==> src/sv/svm_pkg.sv <==
// Shared types and constants for the sample voice mixer.
// Used by svm_ctrl, svm_dp and sample_voice_mixer; depends on nothing.
package svm_pkg;

    localparam int ACT_W  = 2;
    localparam int LEN_W  = 13;
    localparam int BYTE_W = 8;
    localparam int CFG_W  = 4;
    localparam int CIDX_W = 1;

    // Item actions.
    localparam logic [ACT_W-1:0] ACT_TICK  = 2'd0;
    localparam logic [ACT_W-1:0] ACT_START = 2'd1;
    localparam logic [ACT_W-1:0] ACT_DATA  = 2'd2;
    localparam logic [ACT_W-1:0] ACT_CLEAR = 2'd3;

    // Configuration register indexes.
    localparam logic [CIDX_W-1:0] CFG_OUT_EN = 1'd0;
    localparam logic [CIDX_W-1:0] CFG_VOICES = 1'd1;

    localparam logic [CFG_W-1:0]  VOICES_RST = 4'd8;
    localparam logic [BYTE_W-1:0] BYTE_BIAS  = 8'd127;

    // Commands from the controller to the datapath.
    typedef struct packed {
        logic start;    // start item transfer: cancel load, latch length and loop
        logic data;     // data item transfer
        logic clear;    // clear item transfer
        logic claim;    // claim the voice at the scan index
        logic mix;      // read and advance the voice at the scan index
        logic acc_clr;  // clear the mix accumulator
        logic emit;     // load the accumulator into the output register
    } t_cmd;

    // Status from the datapath to the controller.
    typedef struct packed {
        logic tick_en;   // output enabled
        logic no_voice;  // no voice slot usable
        logic len_zero;  // start item announces an empty sample
        logic idx_free;  // voice at the scan index is not active
        logic out_busy;  // output register holds a result that is not taken
    } t_stat;

endpackage

==> src/sv/svm_ctrl.sv <==
// Controller state machine for the sample voice mixer.
// Decodes accepted items and walks the voice slots; depends on svm_pkg.
module svm_ctrl
    import svm_pkg::*;
#(
    parameter int VW = 3
) (
    input  logic             i_clk,
    input  logic             i_rst_n,
    input  logic             i_in_valid,
    output logic             o_in_ready,
    input  logic [ACT_W-1:0] i_action,
    input  t_stat            i_stat,
    input  logic [VW-1:0]    i_last_idx,
    output t_cmd             o_cmd,
    output logic [VW-1:0]    o_idx
);

    typedef enum logic [2:0] {
        S_IDLE,
        S_MIX,
        S_DRAIN,
        S_EMIT,
        S_CLAIM
    } t_state;

    t_state        r_state, n_state;
    logic [VW-1:0] r_idx, n_idx;
    logic          w_take;

    assign o_in_ready = (r_state == S_IDLE);
    assign w_take     = i_in_valid && o_in_ready;
    assign o_idx      = r_idx;

    always_comb begin
        o_cmd   = '0;
        n_state = r_state;
        n_idx   = r_idx;
        unique case (r_state)
            S_IDLE: begin
                if (w_take) begin
                    unique case (i_action)
                        ACT_TICK: begin
                            if (i_stat.tick_en) begin
                                o_cmd.acc_clr = 1'b1;
                                n_idx         = '0;
                                n_state       = i_stat.no_voice ? S_EMIT : S_MIX;
                            end
                        end
                        ACT_START: begin
                            o_cmd.start = 1'b1;
                            if (!i_stat.len_zero && !i_stat.no_voice) begin
                                n_idx   = i_last_idx;
                                n_state = S_CLAIM;
                            end
                        end
                        ACT_DATA:  o_cmd.data  = 1'b1;
                        ACT_CLEAR: o_cmd.clear = 1'b1;
                        default:   ;
                    endcase
                end
            end
            S_MIX: begin
                o_cmd.mix = 1'b1;
                if (r_idx == i_last_idx) begin
                    n_state = S_DRAIN;
                end else begin
                    n_idx = r_idx + 1'b1;
                end
            end
            // The read of the last voice lands in the accumulator here.
            S_DRAIN: n_state = S_EMIT;
            S_EMIT: begin
                if (!i_stat.out_busy) begin
                    o_cmd.emit = 1'b1;
                    n_state    = S_IDLE;
                end
            end
            S_CLAIM: begin
                if (i_stat.idx_free) begin
                    o_cmd.claim = 1'b1;
                    n_state     = S_IDLE;
                end else if (r_idx == '0) begin
                    n_state = S_IDLE;
                end else begin
                    n_idx = r_idx - 1'b1;
                end
            end
            default: n_state = S_IDLE;
        endcase
    end

    always_ff @(posedge i_clk) begin
        if (!i_rst_n) begin
            r_state <= S_IDLE;
            r_idx   <= '0;
        end else begin
            r_state <= n_state;
            r_idx   <= n_idx;
        end
    end

endmodule

==> config.mk <==
export PLATFORM = sky130hd
export DESIGN_NAME = svm_ctrl
export DESIGN_NICKNAME = d
export VERILOG_FILES = /design/src/sv/svm_pkg.sv /design/src/sv/svm_ctrl.sv
export SDC_FILE = /design/constraint.sdc
export NUM_CORES = 1
export LEC_CHECK = 0
export ABC_AREA = 1
export BUFFER_PORTS_ARGS = -buffer_cell sky130_fd_sc_hd__buf_4
export CAP_MARGIN = 20
export CORE_ASPECT_RATIO = 1.25
export CORE_MARGIN = 2
export CORE_UTILIZATION = 37
export CTS_BUF_LIST = sky130_fd_sc_hd__clkbuf_2
export DETAILED_ROUTE_END_ITERATION = 7
export PLACE_DENSITY = 0.61
export SLEW_MARGIN = 25
export SYNTH_ARGS = -nofsm -noshare
export SYNTH_HDL_FRONTEND = slang
export SYNTH_SLANG_ARGS = --single-unit
==> constraint.sdc <==
create_clock -name i_clk -period 3.6 [get_ports i_clk]
set_clock_uncertainty 0.1 [all_clocks]
set_input_delay 0.36 -clock i_clk [delete_from_list [all_inputs] [get_ports i_clk]]
set_output_delay 0.36 -clock i_clk [all_outputs]
set_load 0.03 [all_outputs]
Word level (Yosys, flattened, before mapping)
Index checks and enable logic that the tools add are counted.
{ "op_classes": {"muxes": 32, "reduce_logical": 10, "n_addsub": 2, "n_eq_ne": 18} }
{ "ops": {"columns": ["operator", "n"], "rows": [
  ["$mux 3", 15],
  ["$pmux 3 s5", 1],
  ["$mux 1", 12],
  ["$pmux 3 s2", 2],
  ["$ne 2x2->1 const B", 5],
  ["$ne 3x3->1 const B", 3],
  ["$pmux 3 s3", 1],
  ["$reduce_and 8->1", 1],
  ["$reduce_and 7->1", 1],
  ["$eq 3x2->1 const B", 2],
  ["$logic_not 3->1", 2],
  ["$eq 2x2->1 const B", 2],
  ["$add 3x1->3 const B", 1],
  ["$eq 3x1->1 const B", 1],
  ["$eq 3x3->1", 1],
  ["$eq 3x3->1 const B", 1],
  ["$ne 3x1->1 const B", 1],
  ["$reduce_bool 3->1", 1],
  ["$sub 3x1->3 const B", 1],
  ["$eq 2x1->1 const B", 1],
  ["$logic_and 1x1->1", 2],
  ["$logic_not 1->1", 2],
  ["$logic_not 2->1", 1],
  ["$mux 2", 1],
  ["$ne 2x1->1 const B", 1]
]} }
{ "word_totals": {"out_inout_bits": 11, "reg_bits": 6} }

Longest topological paths before layout
{ "logic_depth": {"word_depth": 6, "mapped_depth": 16, "mapped_depth_nobuf": 15} }

Worst setup path after synthesis
Ideal clock, no wire load.
{ "synth_path": {"path_kind": "register to output", "from": "register r_state[2]", "to": "output port o_cmd[1] (netlist name)", "n_path_buf": 1, "stages_incl_launch_ff": 7, "setup_slack_ns": 1.215, "arrival_ns": 1.925, "required_ns": 3.140, "cell_sequence": "dfxtp_1 > buf_12 > nor2_2 > inv_2 > nor2_4 > nand2_1 > nor4_1"} }
{ "synth_lines": {"columns": ["element", "line", "text"], "rows": [
  ["start, declared", "svm_ctrl.sv:27", "t_state r_state, n_state;"],
  ["start signal, assigned", "svm_ctrl.sv:98", "r_state <= n_state;"],
  ["end, declared", "svm_ctrl.sv:15", "output t_cmd o_cmd,"]
]} }

==> results.py <==
metrics = {
    "placement": {
        "gp_congestion": 0.8190,
        "io_buffers": 23,
        "dp_hpwl_um": 1417,
    },
    "sta": {
        "tns_ps": 0,
        "rsz0062_at_grt": "false",
        "hold_viol": 0,
        "period_minus_slack_ps": 1991,
        "fmax_mhz": 502.2,
        "tightest_slew_ps": 393.3,
        "drv_slew": 0,
        "fin_crit_sh_pct": 55.31,
        "setup_viol": 0,
        "max-slew-margin-rel_pct": 73.74,
    },
    "cts": {
        "cts_tree": "yes",
        "cts_made_buffers": 3,
        "cts_setup_buffers": 0,
        "clk_latency_ps": 210,
        "clockBufferDepth": 2,
        "cts.sinks": 6,
        "ctsHoldBuffers": 0,
        "cts_max_level": 1,
        "cts_resized": 0,
        "root_buffer": "clkbuf_2",
        "cts.clk_slew.worst_paths_ps": 60,
    },
    "power_and_ir_drop": {
        "comb_power_share_pct": 71.5,
        "p_switching_mw": 0.3495,
        "p_clk_share_pct": 7.1,
        "p_leak_nw": 0.5119,
        "p_int_mw": 0.2731,
        "p_seq_share_pct": 21.3,
        "p_total_mw": 0.6226,
        "vdd_drop_max_mv": 0.3049,
        "powerDensity_nw_per_um2": 701.9,
        "sw_frac_of_total_pct": 56.14,
    },
    "worst_setup_path": {
        "cp_max_fo": 9,
        "cp.required_ps": 3140,
        "slowest_stage": "dfxtp_1",
        "slowest_delay_ps": 420,
        "path_buf_inv": 2,
        "worstPathArrival_ps": 1530,
        "crit_type": "flop to primary output",
        "end_kind": "primary output",
        "path_cells": "nor2_2 -> inv_2 -> nor2_4 -> nand2_1 -> nor4_1 -> buf_4",
        "start_kind": "flop",
        "critical-path-top-delay-family": "simple AND/OR/NAND/NOR gates",
    },
    "floorplan": {
        "fp.dieH_um": 52.87,
        "ios": 24,
        "coreArea_um2": 1787,
        "die-area_um2": 2278,
        "num_rows": 17,
        "start_util_pct": 39.57,
        "die_w_um": 43.10,
    },
    "layout": {
        "regArea_um2": 120.1,
        "final_nets": 164,
        "final_util_pct": 49.65,
        "diodes": 0,
        "fillCellCount": 204,
        "drive_above_1_share_pct": 29.05,
        "multi_input_area_um2": 480.5,
        "syn2layout_area_growth_pct": 25.49,
    },
    "yosys": {
        "ys_seq_area_share_pct": 16.99,
        "synthCells": 124,
        "synthFlopType": "dfxtp_1",
        "synth_area_um2": 706.9,
        "synth_area_leaders": "nand2_1 (23%), dfxtp_1 (17%), inv_1 (9.6%), nor2_1 (7.4%), nand3_1 (5.0%)",
        "synth_top_area_cell": "nand2_1",
        "synth-seq-cells": 6,
        "synth_edf_count": 0,
        "ys_types": 23,
        "synth_top_area_share_pct": 23.36,
        "async_reset_ff_share_pct": 0,
        "synth.most_common_cell": "nand2_1",
        "synth_warnings": 0,
        "syn_area_per_cell_um2": 5.701,
        "synthTopCellsByCount": "nand2_1 (44), inv_1 (18), nor2_1 (14)",
        "syn_nets": 138,
    },
    "global_route": {
        "grt_pass1_vias": 712,
        "grt_pass1_wl_um": 2842,
        "grt_max_degree": 10,
        "track_usage_pct": 16.38,
        "grt-ovfl-total": 0,
        "antenna_found_initial": 0,
    },
    "drt": {
        "drc": 0,
        "initialDrtViolationCount": 20,
        "drt_pass1_iterations": 4,
        "wire_per_inst_um": 10.05,
        "detail-route-antenna-nets": 0,
        "post_drt_via_cell_ratio": 4.820,
        "via_count": 805,
        "totalWireLength_um": 1678,
    },
    "hold_path": {
        "min_path_type": "input port to flop",
    },
    "job": {
        "maxCapViolations": 0,
    },
    "status": {
        "status": "finished clean",
    },
}
[cell usage in the layout (no fill, tap or decap)]
cell type / Yosys / routed
nand2_1: 44 / 44
buf_4: 0 / 23
inv_1: 18 / 18
nor2_1: 14 / 14
nand3_1: 7 / 7
dfxtp_1: 6 / 6
nor2_2: 5 / 5
nand4_1: 4 / 4
nor3_1: 3 / 3
nand3_2: 3 / 3
clkbuf_2: 0 / 3
inv_2: 2 / 2
nor2_4: 2 / 2
nand2_4: 2 / 2
a21oi_1: 2 / 2
nand2_2: 2 / 2
o21ai_1: 2 / 2
nor4_1: 1 / 1
a21oi_2: 1 / 1
xnor2_1: 1 / 1
o21ai_0: 1 / 1
a22oi_1: 1 / 1
ha_1: 1 / 1
[final timing paths]
kind | start | endpoint | slack, ps | cells past startpoint
setup / recovery | r_state[2]$_SDFFE_PN0P_ | o_cmd[1] | 1610 | 6
hold / removal | i_rst_n | r_state[1]$_SDFFE_PN0P_ | 320 | 3
setup reg to reg | r_state[0]$_SDFFE_PN0P_ | o_idx[2]$_SDFFE_PN0P_ | 1870 | 14
hold reg to reg | o_idx[1]$_SDFFE_PN0P_ | o_idx[1]$_SDFFE_PN0P_ | 460 | 2
[flip-flops by register name, indices dropped and copies added, names as in the netlist]
signal / cells
r_state: 3
o_idx: 3
[tightest hold or removal path, stage by stage]
cell     delay, ps
buf_4          130
nand2_1         60
nor2_1          30
[metrics by stage]
step | area, um2 | hold slack (ps) | cells | setup WS, ps
detailed placement | 872.1 | 442.2 | 164 | 1836
global route | 887.1 | 306.1 | 167 | 1387
CTS | 887.1 | 298.5 | 167 | 1578
floorplan | 706.9 | 380.5 | 124 | 1215
global placement | 872.1 | 439.9 | 164 | 1827
finish | 887.1 | 317.5 | 167 | 1609
[routing by layer]
layer  vias to the layer above  GRT usage, %  routed length [um]
li1                        436             -                   -
met1                       342         20.70                 779
met2                        25         27.36                 794
met3                         2         1.024                  89
met4                         0         9.091                  14
met5                         -             0                   0
[power groups by stage]
| stage | Clock [mW] | Combinational, mW | Sequential, mW |
|---|---|---|---|
| floorplan | 0 | 0.360 | 0.131 |
| global placement | 0 | 0.446 | 0.134 |
| detailed placement | 0 | 0.445 | 0.134 |
| CTS | 0.0474 | 0.447 | 0.133 |
| global route | 0.0518 | 0.504 | 0.137 |
| finish | 0.0444 | 0.445 | 0.133 |
[cell families after synthesis]
group                    Yosys count  share of synthesized area [%]
AO/OA/AOI/OAI                      7                          5.841
buffers and inverters             22                          15.04
adder cells (fa/ha/maj)            1                          1.770
AND/OR/NAND/NOR                   87                          59.11
XOR/XNOR                           1                          1.239
flip-flops                         6                          16.99
[layout make-up]
type | instances | area share, %
Clock buffer | 3 | 1.693
Sequential cell | 6 | 13.54
Inverter | 20 | 8.463
Timing Repair Buffer | 23 | 19.46
Multi-Input combinational cell | 96 | 54.16
Tap cell | 19 | 2.680
Note: power is estimated with default switching activity, not from simulation.
